**src/hw/rtl/ssd_pkg.sv**
```systemverilog
// Shared types, constants and helpers for the stitch stream decoder.
// No dependencies; every other file in hw/rtl imports this package.
package ssd_pkg;

	localparam int COORD_WIDTH = 16;
	localparam int MAX_BLOCKS  = 256;
	localparam int OUT_W       = 16;
	localparam int DELTA_W     = 12;
	localparam int BLOCK_W     = 8;

	localparam int QDEPTH = 4;
	localparam int QPTR_W = $clog2(QDEPTH);
	localparam int QCNT_W = $clog2(QDEPTH + 1);

	typedef logic signed [COORD_WIDTH-1:0] coord_t;
	typedef logic signed [DELTA_W-1:0]     delta_t;
	typedef logic signed [OUT_W-1:0]       out_coord_t;

	localparam coord_t COORD_MAX = {1'b0, {(COORD_WIDTH-1){1'b1}}};
	localparam coord_t COORD_MIN = {1'b1, {(COORD_WIDTH-1){1'b0}}};
	localparam logic [BLOCK_W-1:0] BLOCK_LAST = BLOCK_W'(MAX_BLOCKS - 1);

	// marker bytes
	localparam logic [7:0] BYTE_END0 = 8'hFF;
	localparam logic [7:0] BYTE_END1 = 8'h00;
	localparam logic [7:0] BYTE_COL0 = 8'hFE;
	localparam logic [7:0] BYTE_COL1 = 8'hB0;

	// event codes on the output
	localparam logic [1:0] EV_STITCH = 2'd0;
	localparam logic [1:0] EV_COLOR  = 2'd1;
	localparam logic [1:0] EV_END    = 2'd2;

	// command codes between front and back
	localparam logic [1:0] CMD_NONE   = 2'd0;
	localparam logic [1:0] CMD_STITCH = 2'd1;
	localparam logic [1:0] CMD_COLOR  = 2'd2;
	localparam logic [1:0] CMD_END    = 2'd3;

	typedef struct packed {
		logic [7:0] in_byte;
		logic       new_file;
	} byte_item_t;

	typedef struct packed {
		logic [1:0]         event_kind;
		out_coord_t         pos_x;
		out_coord_t         pos_y;
		logic               is_jump;
		logic [BLOCK_W-1:0] block_number;
		out_coord_t         min_x;
		out_coord_t         max_x;
		out_coord_t         min_y;
		out_coord_t         max_y;
	} evt_item_t;

	typedef struct packed {
		logic [1:0] kind;
		logic       clear;  // new_file seen: wipe positions, bounds, blocks first
		delta_t     dx;
		delta_t     dy;
		logic       jump;
	} cmd_t;

	typedef struct packed {
		logic full;
		logic not_empty;
	} q_status_t;

	function automatic delta_t sext7(input logic [7:0] b);
		logic signed [6:0] v;
		v = signed'(b[6:0]);
		return DELTA_W'(v);
	endfunction

	function automatic delta_t sext12(input logic [3:0] hi, input logic [7:0] lo);
		return signed'({hi, lo});
	endfunction

	function automatic coord_t sat_add(input coord_t a, input delta_t d);
		logic signed [COORD_WIDTH:0] s;
		s = (COORD_WIDTH+1)'(a) + (COORD_WIDTH+1)'(d);
		if (s[COORD_WIDTH] != s[COORD_WIDTH-1])
			return s[COORD_WIDTH] ? COORD_MIN : COORD_MAX;
		return s[COORD_WIDTH-1:0];
	endfunction

	function automatic out_coord_t to_out(input coord_t c);
		return OUT_W'(c);
	endfunction

endpackage

```
**src/hw/rtl/ssd_front.sv**
```systemverilog
// Front end: byte-level record parser, turns bytes into stitch/colour/end commands.
// Depends on ssd_pkg.
module ssd_front (
	input  logic              clk,
	input  logic              arst_n,
	input  logic              accept,
	input  ssd_pkg::byte_item_t item,
	output logic              push,
	output ssd_pkg::cmd_t     cmd
);
	import ssd_pkg::*;

	localparam logic [2:0] PH_FIRST  = 3'd0;
	localparam logic [2:0] PH_SECOND = 3'd1;
	localparam logic [2:0] PH_YBYTE  = 3'd2;
	localparam logic [2:0] PH_YLOW   = 3'd3;
	localparam logic [2:0] PH_SKIP   = 3'd4;
	localparam logic [2:0] PH_ENDED  = 3'd5;

	logic [2:0] phase_q, phase_d, phase_c;
	logic [7:0] first_byte_q, first_byte_d, first_byte_c;
	delta_t     delta_x_q, delta_x_d, delta_x_c;
	logic [3:0] y_high_q, y_high_d, y_high_c;
	logic       jump_q, jump_d, jump_c;
	logic [7:0] b;
	delta_t     dx_short;

	always_comb begin
		b = item.in_byte;
		// new_file restarts the parser before this byte is looked at
		if (item.new_file) begin
			phase_c      = PH_FIRST;
			first_byte_c = '0;
			delta_x_c    = '0;
			y_high_c     = '0;
			jump_c       = 1'b0;
		end else begin
			phase_c      = phase_q;
			first_byte_c = first_byte_q;
			delta_x_c    = delta_x_q;
			y_high_c     = y_high_q;
			jump_c       = jump_q;
		end

		phase_d      = phase_c;
		first_byte_d = first_byte_c;
		delta_x_d    = delta_x_c;
		y_high_d     = y_high_c;
		jump_d       = jump_c;
		dx_short     = sext7(first_byte_c);

		cmd.kind  = CMD_NONE;
		cmd.clear = item.new_file;
		cmd.dx    = delta_x_c;
		cmd.dy    = '0;
		cmd.jump  = jump_c;

		unique case (phase_c)
			PH_FIRST: begin
				first_byte_d = b;
				phase_d      = PH_SECOND;
			end
			PH_SECOND: begin
				if (first_byte_c == BYTE_END0 && b == BYTE_END1) begin
					cmd.kind = CMD_END;
					phase_d  = PH_ENDED;
				end else if (first_byte_c == BYTE_COL0 && b == BYTE_COL1) begin
					cmd.kind = CMD_COLOR;
					phase_d  = PH_SKIP;
				end else if (first_byte_c[7]) begin
					delta_x_d = sext12(first_byte_c[3:0], b);
					jump_d    = 1'b1;
					phase_d   = PH_YBYTE;
				end else if (b[7]) begin
					// short x, long y
					delta_x_d = dx_short;
					y_high_d  = b[3:0];
					jump_d    = 1'b1;
					phase_d   = PH_YLOW;
				end else begin
					delta_x_d = dx_short;
					jump_d    = 1'b0;
					cmd.kind  = CMD_STITCH;
					cmd.dx    = dx_short;
					cmd.dy    = sext7(b);
					cmd.jump  = 1'b0;
					phase_d   = PH_FIRST;
				end
			end
			PH_YBYTE: begin
				if (b[7]) begin
					y_high_d = b[3:0];
					jump_d   = 1'b1;
					phase_d  = PH_YLOW;
				end else begin
					cmd.kind = CMD_STITCH;
					cmd.dy   = sext7(b);
					phase_d  = PH_FIRST;
				end
			end
			PH_YLOW: begin
				cmd.kind = CMD_STITCH;
				cmd.dy   = sext12(y_high_c, b);
				phase_d  = PH_FIRST;
			end
			PH_SKIP:  phase_d = PH_FIRST;
			PH_ENDED: phase_d = PH_ENDED;
			default:  phase_d = PH_FIRST;
		endcase

		push = accept && (cmd.kind != CMD_NONE || item.new_file);
	end

	always_ff @(posedge clk or negedge arst_n) begin
		if (!arst_n) begin
			phase_q      <= PH_FIRST;
			first_byte_q <= '0;
			delta_x_q    <= '0;
			y_high_q     <= '0;
			jump_q       <= 1'b0;
		end else if (accept) begin
			phase_q      <= phase_d;
			first_byte_q <= first_byte_d;
			delta_x_q    <= delta_x_d;
			y_high_q     <= y_high_d;
			jump_q       <= jump_d;
		end
	end

endmodule

```
**src/hw/rtl/ssd_queue.sv**
```systemverilog
// Short command queue between front and back end.
// Depends on ssd_pkg.
module ssd_queue (
	input  logic                clk,
	input  logic                arst_n,
	input  logic                push,
	input  ssd_pkg::cmd_t       push_cmd,
	input  logic                pop,
	output ssd_pkg::cmd_t       head,
	output ssd_pkg::q_status_t  status
);
	import ssd_pkg::*;

	cmd_t              entry_q [QDEPTH];
	logic [QPTR_W-1:0] wr_ptr_q, rd_ptr_q;
	logic [QCNT_W-1:0] count_q;
	logic              do_push, do_pop;

	assign status.full      = (count_q == QCNT_W'(QDEPTH));
	assign status.not_empty = (count_q != '0);
	assign head             = entry_q[rd_ptr_q];
	assign do_push          = push && !status.full;
	assign do_pop           = pop && status.not_empty;

	always_ff @(posedge clk) begin
		if (do_push)
			entry_q[wr_ptr_q] <= push_cmd;
	end

	always_ff @(posedge clk or negedge arst_n) begin
		if (!arst_n) begin
			wr_ptr_q <= '0;
			rd_ptr_q <= '0;
			count_q  <= '0;
		end else begin
			if (do_push)
				wr_ptr_q <= (wr_ptr_q == QPTR_W'(QDEPTH - 1)) ? '0 : wr_ptr_q + 1'b1;
			if (do_pop)
				rd_ptr_q <= (rd_ptr_q == QPTR_W'(QDEPTH - 1)) ? '0 : rd_ptr_q + 1'b1;
			if (do_push && !do_pop)
				count_q <= count_q + 1'b1;
			else if (do_pop && !do_push)
				count_q <= count_q - 1'b1;
		end
	end

endmodule

```
**src/hw/rtl/ssd_back.sv**
```systemverilog
// Back end: applies commands to positions, bounding box and block index,
// and holds the output register. Depends on ssd_pkg.
module ssd_back (
	input  logic                clk,
	input  logic                arst_n,
	input  ssd_pkg::cmd_t       head,
	input  ssd_pkg::q_status_t  q_status,
	output logic                pop,
	output logic                evt_valid,
	input  logic                evt_stall,
	output ssd_pkg::evt_item_t  evt_item
);
	import ssd_pkg::*;

	coord_t             acc_x_q, acc_y_q;
	coord_t             min_x_q, max_x_q, min_y_q, max_y_q;
	logic [BLOCK_W-1:0] block_q;
	logic               has_stitch_q;
	logic               evt_valid_q;
	evt_item_t          evt_item_q;

	coord_t             ax, ay, nx, ny;
	coord_t             mnx, mxx, mny, mxy;
	logic [BLOCK_W-1:0] blk;
	logic               has;
	evt_item_t          evt_d;

	assign pop       = q_status.not_empty && (!evt_valid_q || !evt_stall);
	assign evt_valid = evt_valid_q;
	assign evt_item  = evt_item_q;

	always_comb begin
		if (head.clear) begin
			ax  = '0;
			ay  = '0;
			mnx = '0;
			mxx = '0;
			mny = '0;
			mxy = '0;
			blk = '0;
			has = 1'b0;
		end else begin
			ax  = acc_x_q;
			ay  = acc_y_q;
			mnx = min_x_q;
			mxx = max_x_q;
			mny = min_y_q;
			mxy = max_y_q;
			blk = block_q;
			has = has_stitch_q;
		end
		nx = sat_add(ax, head.dx);
		ny = sat_add(ay, head.dy);

		evt_d.is_jump    = 1'b0;
		evt_d.event_kind = EV_STITCH;
		unique case (head.kind)
			CMD_STITCH: begin
				ax = nx;
				ay = ny;
				if (nx < mnx) mnx = nx;
				if (nx > mxx) mxx = nx;
				if (ny < mny) mny = ny;
				if (ny > mxy) mxy = ny;
				has              = 1'b1;
				evt_d.is_jump    = head.jump;
				evt_d.event_kind = EV_STITCH;
			end
			CMD_COLOR: begin
				// only open a new block when the current one has stitches
				if (has) begin
					if (blk < BLOCK_LAST)
						blk = blk + 1'b1;
					has = 1'b0;
				end
				evt_d.event_kind = EV_COLOR;
			end
			CMD_END:  evt_d.event_kind = EV_END;
			CMD_NONE: evt_d.event_kind = EV_STITCH;
			default:  evt_d.event_kind = EV_STITCH;
		endcase

		evt_d.pos_x        = to_out(ax);
		evt_d.pos_y        = to_out(ay);
		evt_d.block_number = blk;
		evt_d.min_x        = to_out(mnx);
		evt_d.max_x        = to_out(mxx);
		evt_d.min_y        = to_out(mny);
		evt_d.max_y        = to_out(mxy);
	end

	always_ff @(posedge clk or negedge arst_n) begin
		if (!arst_n) begin
			acc_x_q      <= '0;
			acc_y_q      <= '0;
			min_x_q      <= '0;
			max_x_q      <= '0;
			min_y_q      <= '0;
			max_y_q      <= '0;
			block_q      <= '0;
			has_stitch_q <= 1'b0;
			evt_valid_q  <= 1'b0;
		end else begin
			if (pop) begin
				acc_x_q      <= ax;
				acc_y_q      <= ay;
				min_x_q      <= mnx;
				max_x_q      <= mxx;
				min_y_q      <= mny;
				max_y_q      <= mxy;
				block_q      <= blk;
				has_stitch_q <= has;
			end
			if (pop && head.kind != CMD_NONE)
				evt_valid_q <= 1'b1;
			else if (!evt_stall)
				evt_valid_q <= 1'b0;
		end
	end

	always_ff @(posedge clk) begin
		if (pop && head.kind != CMD_NONE)
			evt_item_q <= evt_d;
	end

endmodule

```
**src/hw/rtl/stitch_stream_decoder.sv**
```systemverilog
// Top level of the stitch stream decoder: front parser, command queue, back end.
// Depends on ssd_pkg, ssd_front, ssd_queue, ssd_back.
//
//   channel | dir | handshake              | payload
//   byte    | in  | byte_valid, byte_stall | byte_item (in_byte, new_file)
//   evt     | out | evt_valid, evt_stall   | evt_item (event kind, position, box)
//
// One byte is taken per cycle while byte_stall is low; the command for the last byte of
// a record is written into the queue, then its event into the output register, raising evt_valid.
// byte_stall rises only when the four-entry command queue is full, which happens
// only after evt_stall has held the output.
// Reset returns parser, positions, bounds and block index to zero.
module stitch_stream_decoder (
	input  logic                clk,
	input  logic                arst_n,
	input  logic                byte_valid,
	output logic                byte_stall,
	input  ssd_pkg::byte_item_t byte_item,
	output logic                evt_valid,
	input  logic                evt_stall,
	output ssd_pkg::evt_item_t  evt_item
);
	import ssd_pkg::*;

	logic      accept, push, pop;
	cmd_t      push_cmd, head;
	q_status_t q_status;

	assign byte_stall = q_status.full;
	assign accept     = byte_valid && !byte_stall;

	ssd_front u_front (
		.clk    (clk),
		.arst_n (arst_n),
		.accept (accept),
		.item   (byte_item),
		.push   (push),
		.cmd    (push_cmd)
	);

	ssd_queue u_queue (
		.clk      (clk),
		.arst_n   (arst_n),
		.push     (push),
		.push_cmd (push_cmd),
		.pop      (pop),
		.head     (head),
		.status   (q_status)
	);

	ssd_back u_back (
		.clk       (clk),
		.arst_n    (arst_n),
		.head      (head),
		.q_status  (q_status),
		.pop       (pop),
		.evt_valid (evt_valid),
		.evt_stall (evt_stall),
		.evt_item  (evt_item)
	);

endmodule

```
**config.mk**
```make
export PLATFORM = sky130hd
export DESIGN_NAME = stitch_stream_decoder
export DESIGN_NICKNAME = d
export VERILOG_FILES = /design/src/hw/rtl/ssd_pkg.sv /design/src/hw/rtl/ssd_front.sv /design/src/hw/rtl/ssd_queue.sv /design/src/hw/rtl/ssd_back.sv /design/src/hw/rtl/stitch_stream_decoder.sv
export SDC_FILE = /design/constraint.sdc
export NUM_CORES = 1
export LEC_CHECK = 0
export ABC_AREA = 1
export BUFFER_PORTS_ARGS = -buffer_cell sky130_fd_sc_hd__buf_4
export CAP_MARGIN = 5
export CORE_MARGIN = 2
export CORE_UTILIZATION = 50
export DETAILED_ROUTE_END_ITERATION = 7
export PLACE_DENSITY = 0.64
export SKIP_LAST_GASP = 1
export SLEW_MARGIN = 20
export SYNTH_ARGS = -nofsm -noshare
export SYNTH_HDL_FRONTEND = slang
export SYNTH_SLANG_ARGS = --single-unit
```
**constraint.sdc**
```tcl
create_clock -name clk -period 18.95 [get_ports clk]
set_input_delay 0.9475 -clock clk [delete_from_list [all_inputs] [get_ports clk]]
set_output_delay 0.9475 -clock clk [all_outputs]
set_load 0.02 [all_outputs]
```
# Yosys cells after proc, flatten, opt, wreduce, memory -nomap -nowiden
# Memories as Yosys holds them, arrays and structs flattened.
# Cells that the tools add are included.
dict set report word_totals {
  register_bits 248
  mem_bits_rw 112
  input_bits 13
  elab_cells 158
  memories 1
}
dict set report op_classes {
  addsub 7
  magnitude_cmp 5
  eq_ne 16
  mux 78
  n_reduce_logical 25
}
# memory depth width rd rd_ports_with_merged_regs write_ports line_no
set memory_table {}
lappend memory_table {u_queue.entry_q 4 28 1 0 1 ssd_queue.sv:14} ;# cmd_t entry_q [QDEPTH];
# op n
set op_table {}
lappend op_table {{$mux W16} 22}
lappend op_table {{$mux W25} 4}
lappend op_table {{$mux W12} 7}
lappend op_table {{$mux W8} 6}
lappend op_table {{$pmux W12 S3} 1}
lappend op_table {{$add A16 B12 Y17} 2}
lappend op_table {{$gt A16 B16 Y1} 2}
lappend op_table {{$lt A16 B16 Y1} 2}
lappend op_table {{$eq A8 B8 Y1 const B} 3}
lappend op_table {{$mux W4} 5}
lappend op_table {{$mux W3} 6}
lappend op_table {{$mux W1} 15}
lappend op_table {{$mux W2} 6}
lappend op_table {{$pmux W2 S3} 2}
lappend op_table {{$pmux W3 S4} 1}
lappend op_table {{$logic_and A1 B1 Y1} 10}
lappend op_table {{$add A8 B1 Y8 const B} 1}
lappend op_table {{$eq A2 B2 Y1 const B} 4}
lappend op_table {{$logic_not A8 Y1} 1}
lappend op_table {{$lt A8 B8 Y1 const B} 1}
lappend op_table {{$pmux W4 S2} 1}
lappend op_table {{$eq A3 B2 Y1 const B} 2}
lappend op_table {{$eq A3 B3 Y1 const B} 2}
lappend op_table {{$reduce_bool A2 Y1} 3}
lappend op_table {{other kinds (14)} 22}

# Logic depth before layout (Yosys ltp)
dict set report depth {
  ltp_word 14
  ltp_mapped 38
  ltp_nobuf 34
}

# By module
# A second synthesis with hierarchy kept.
dict set report unflattened {
  hier_cells 2287
  area_unflattened_um2 20001.7
}
# mod instances cells_per_inst area_each_um2 seq_area_each_um2
set modules_own_cells {}
lappend modules_own_cells {ssd_back 1 1516 12598.3 5865.6}
lappend modules_own_cells {ssd_queue 1 386 5077.4 3538.4}
lappend modules_own_cells {ssd_front 1 383 2316.0 700.7}
lappend modules_own_cells {stitch_stream_decoder 1 2 10.0 0.0}

# Worst setup path after synthesis
# No wires, ideal clock.
dict set report synth_timing {
  path_type {reg2reg}
  start {register u_queue.rd_ptr_q[0]}
  end {register u_back.evt_item_q, in the netlist u_back.evt_item[0] (enable)}
  setup_ps 574
  t_arrival_ps 6095
  required_time_ps 18376
  setup_slack_ps 12280
  stages_incl_launch_ff 9
  n_path_buf 2
  synth_period_minus_slack_ps 6670
  cell_sequence {dfrtp_1 -> inv_1 -> clkbuf_1 -> clkbuf_1 -> nand2_1 -> a32oi_1 -> inv_1 -> ha_1 -> nor2_1}
}
dict set report synth_via {
  elab_chain_len 3
}
# element line_no
set synth_rtl {}
lappend synth_rtl {{start, declared} ssd_queue.sv:15} ;# logic [QPTR_W-1:0] wr_ptr_q, rd_ptr_q;
lappend synth_rtl {{start signal, assigned} ssd_queue.sv:39} ;# rd_ptr_q <= (rd_ptr_q == QPTR_W'(QDEPTH - 1)) ? '0 : rd_ptr_q + 1'b1;
lappend synth_rtl {{$mem_v2 Z4 W28} -}
lappend synth_rtl {{$reduce_bool A2 Y1} ssd_back.sv:122} ;# if (pop && head.kind != CMD_NONE)
lappend synth_rtl {{$logic_and A1 B1 Y1} ssd_back.sv:122}
lappend synth_rtl {{end signal, assigned} ssd_back.sv:123} ;# evt_item_q <= evt_d;
lappend synth_rtl {{end, declared} ssd_back.sv:20} ;# evt_item_t evt_item_q;
# Every way passes these cells.
# A chain may end at the register's enable or synchronous reset.

==> metrics.txt <==
Post-Route WL 46300 µm; number of instances in the synthesized netlist 2180; flip-flop and latch count after synthesis 360; element type at the critical path start register; number of enable flip-flop cells after synthesis 219; commonest cells after routing, fill and taps aside 576 x sky130_fd_sc_hd__nand2_1, 227 x sky130_fd_sc_hd__o21ai_0, 225 x sky130_fd_sc_hd__inv_1, 219 x sky130_fd_sc_hd__edfxtp_1, 186 x sky130_fd_sc_hd__nor2_1; core outline area ~0.038 mm²; maximum clock skew at final layout ~18 ps; min-delay worst type in2async; WL met2 21600 µm; number of top-level pins 122; TritonCTS clock tree built; sequential fraction of the synthesis area 0.526; Max Clock Freq 140 MHz; via count of the first global-routing pass 14500; peak fanout along the critical path 59; most frequent standard cell in the layout excluding fill and tap cells sky130_fd_sc_hd__nand2_1; Tightest Pin Transition 1040 ps; clock insertion delay at the later pin of the skew report 560 ps; number of buffers inserted during clock tree synthesis 40; Worst EP arrival 7440 ps; most prevalent standard cell on the critical path sky130_fd_sc_hd__nand2_1; buffers inserted during post-CTS setup optimization 0; cts-stage hold buffer count 0; via total after detailed routing 15000; max incr delay on CP 640 ps; run status completed; total negative setup slack 0 ps; std cell rows 71; first-pass GRT wire length 75500 µm; sum of met3 wire segment lengths after detailed routing approximately 2400 µm; Synthesis Warnings 0; Die Outline Area around 0.040 mm²; critical path's slowest cell sky130_fd_sc_hd__inv_1; Chip Height 200 µm; via/cell ratio 5.34; Post-Route M1 WL 21200 µm; synthesized net count 2302; number of max-slew violations in the final report 0; cell area after synthesis 0.0192 mm²; required time at the endpoint of the critical path 19250 ps; Final ANT Viol Nets 0; largest net degree at the start of global routing 109; cts repair resizes 0; Port Buffers about 120; DR iter-0 viols 996; number of remaining DRC errors 0; number of different library cells in the post-synthesis netlist 50; hold violation count in the final report 0; number of sinks driven by the clock tree 360; initial core utilization 0.509; Min Clock Period, post-route just over 7000 ps; maximum level of the CTS H-tree 2; GRT Resource Usage Total 0.240; layout cells sized above 1 0.111; setup repair after global routing missed its margin false; master cell of the clock root buffer sky130_fd_sc_hd__clkbuf_16; final setup violation count 0; dominant synthesized flop cell sky130_fd_sc_hd__edfxtp_1; final worst-path cycle share 0.377; initial antenna violation count 0; estimated wirelength of the detail-placed design between 30000 and 40000 µm; path type of the worst setup path reg2reg; Syn Area/Cell 8.82 µm²; number of search-and-repair iterations in the first detailed-routing pass 6; mean routed wirelength per cell ~17 µm; die boundary width ~200 µm; Longest Clk Path Bufs 3; total overflow reported by the global router 0; remaining max-slew budget at the tightest pin 0.306; net total in the final layout 2388; fraction of registers with async set or reset after synthesis 0.392; final antenna diode count 0; gpl congestion roughly 0.88; Reg clk slew, reported paths 60 ps; kind of end point of the critical path register; number of max-cap violations 0; Top Metal Used met4; layout overhead on the synthesized area 13.6%
-- cell families after synthesis --
| group | Yosys count | share of synthesized area |
|---|---|---|
| and+or+nand+nor | 968 | 0.213 |
| AOI/OAI and AO/OA | 393 | 0.111 |
| DFF | 360 | 0.526 |
| buffers and inverters | 320 | 0.0641 |
| adders and majority gates | 109 | 0.0721 |
| xor gates and xnor gates | 29 | 0.0132 |
| muxes | 1 | 0.000586 |
-- metrics by stage --
| step | area (µm²) | setup slack, ps | util | hold WS (ps) | std cells |
|---|---|---|---|---|---|
| 4_1_cts | 21800 | 11860 | 0.578 | 466 | 2807 |
| 6_report | 21800 | 11810 | 0.578 | 445 | 2807 |
| 3_3_place_gp | 20600 | 12010 | 0.545 | 463 | 2735 |
| 2_1_floorplan | 19200 | 12280 | - | 449 | 2180 |
| 5_1_grt | 21800 | 11140 | 0.578 | 503 | 2807 |
| 3_5_place_dp | 20600 | 11850 | 0.545 | 465 | 2735 |
-- cell usage after synthesis, drive strengths merged, types with 2 or more instances --
master     n  area share
o31ai      3      0.0012
nand3     72       0.021
buf       19      0.0053
xor2      12      0.0055
nor3       3     0.00078
fa         3      0.0031
a32oi      5      0.0027
o211ai     4      0.0016
a2111oi    2     0.00091
a21o       2     0.00078
nand2    610        0.12
nand4     42       0.014
nor2     192       0.038
o21ai    230       0.060
o21bai     4      0.0016
ha       106       0.069
a21oi     81       0.021
inv      228       0.045
a211oi     4      0.0016
a31oi     21      0.0068
dfrtp    141        0.18
clkinv     2     0.00039
or2        9      0.0029
edfxtp   219        0.34
and2      32       0.010
xnor2     17      0.0077
nor4       8      0.0026
clkbuf    71       0.014
o22ai     30      0.0098
-- cell type report --
| cell class | count | area, µm² |
|---|---|---|
| well taps | 511 | 639 |
| flip-flops and latches | 360 | 10100 |
| clock inverters | 20 | 155 |
| multi-input cells | 1500 | 7950 |
| repair buffers | 134 | 1010 |
| fillers | 3292 | 15900 |
| clock buffers | 52 | 1120 |
| inverters | 230 | 866 |
-- registers in the layout (all words and copies together) (netlist names), 12 cells and up --
register	count
u_back.acc_x_q	16
u_back.acc_y_q	16
u_back.evt_item	107
u_back.max_x_q	16
u_back.max_y_q	16
u_back.min_x_q	16
u_back.min_y_q	16
u_front.delta_x_q	12
u_queue.entry_q	112
-- critical path: cells and delay by family (launching register included) --
kind	cells	cell delay, ps
AOI/OAI and AO/OA	6	1940
and+or+nand+nor	13	1970
DFF	1	360
buffers and inverters	7	1860
adders and majority gates	2	730
-- layer usage --
| layer | global-route usage | vias up |
|---|---|---|
| li1 | - | 7459 |
| met3 | 0.0370 | 66 |
| met2 | 0.396 | 369 |
| met5 | 0 | - |
| met1 | 0.331 | 7105 |
| met4 | 0.0702 | 0 |
-- worst paths after layout --
| kind | cells after the start | endpoint | from | slack (ps) |
|---|---|---|---|---|
| setup / recovery | 28 | u_back.evt_item[20]$_DFFE_PP_ | u_queue.rd_ptr_q[0]$_DFFE_PN0P_ | 11810 |
| hold / removal | 1 | u_back.max_y_q[12]$_DFFE_PN0P_ | arst_n | 450 |
| setup reg to reg | 28 | u_back.evt_item[20]$_DFFE_PP_ | u_queue.rd_ptr_q[0]$_DFFE_PN0P_ | 11810 |
| hold reg to reg | 2 | u_back.min_y_q[9]$_DFFE_PN0P_ | u_back.min_y_q[9]$_DFFE_PN0P_ | 480 |
| max in group asynchronous | 2 | u_back.acc_x_q[3]$_DFFE_PN0P_ | arst_n | 17120 |
| min in group clk | 2 | u_back.min_y_q[9]$_DFFE_PN0P_ | u_back.min_y_q[9]$_DFFE_PN0P_ | 480 |
Power is not shown: default switching activity piles up to over one toggle a cycle in this logic, so the estimate is an artifact.
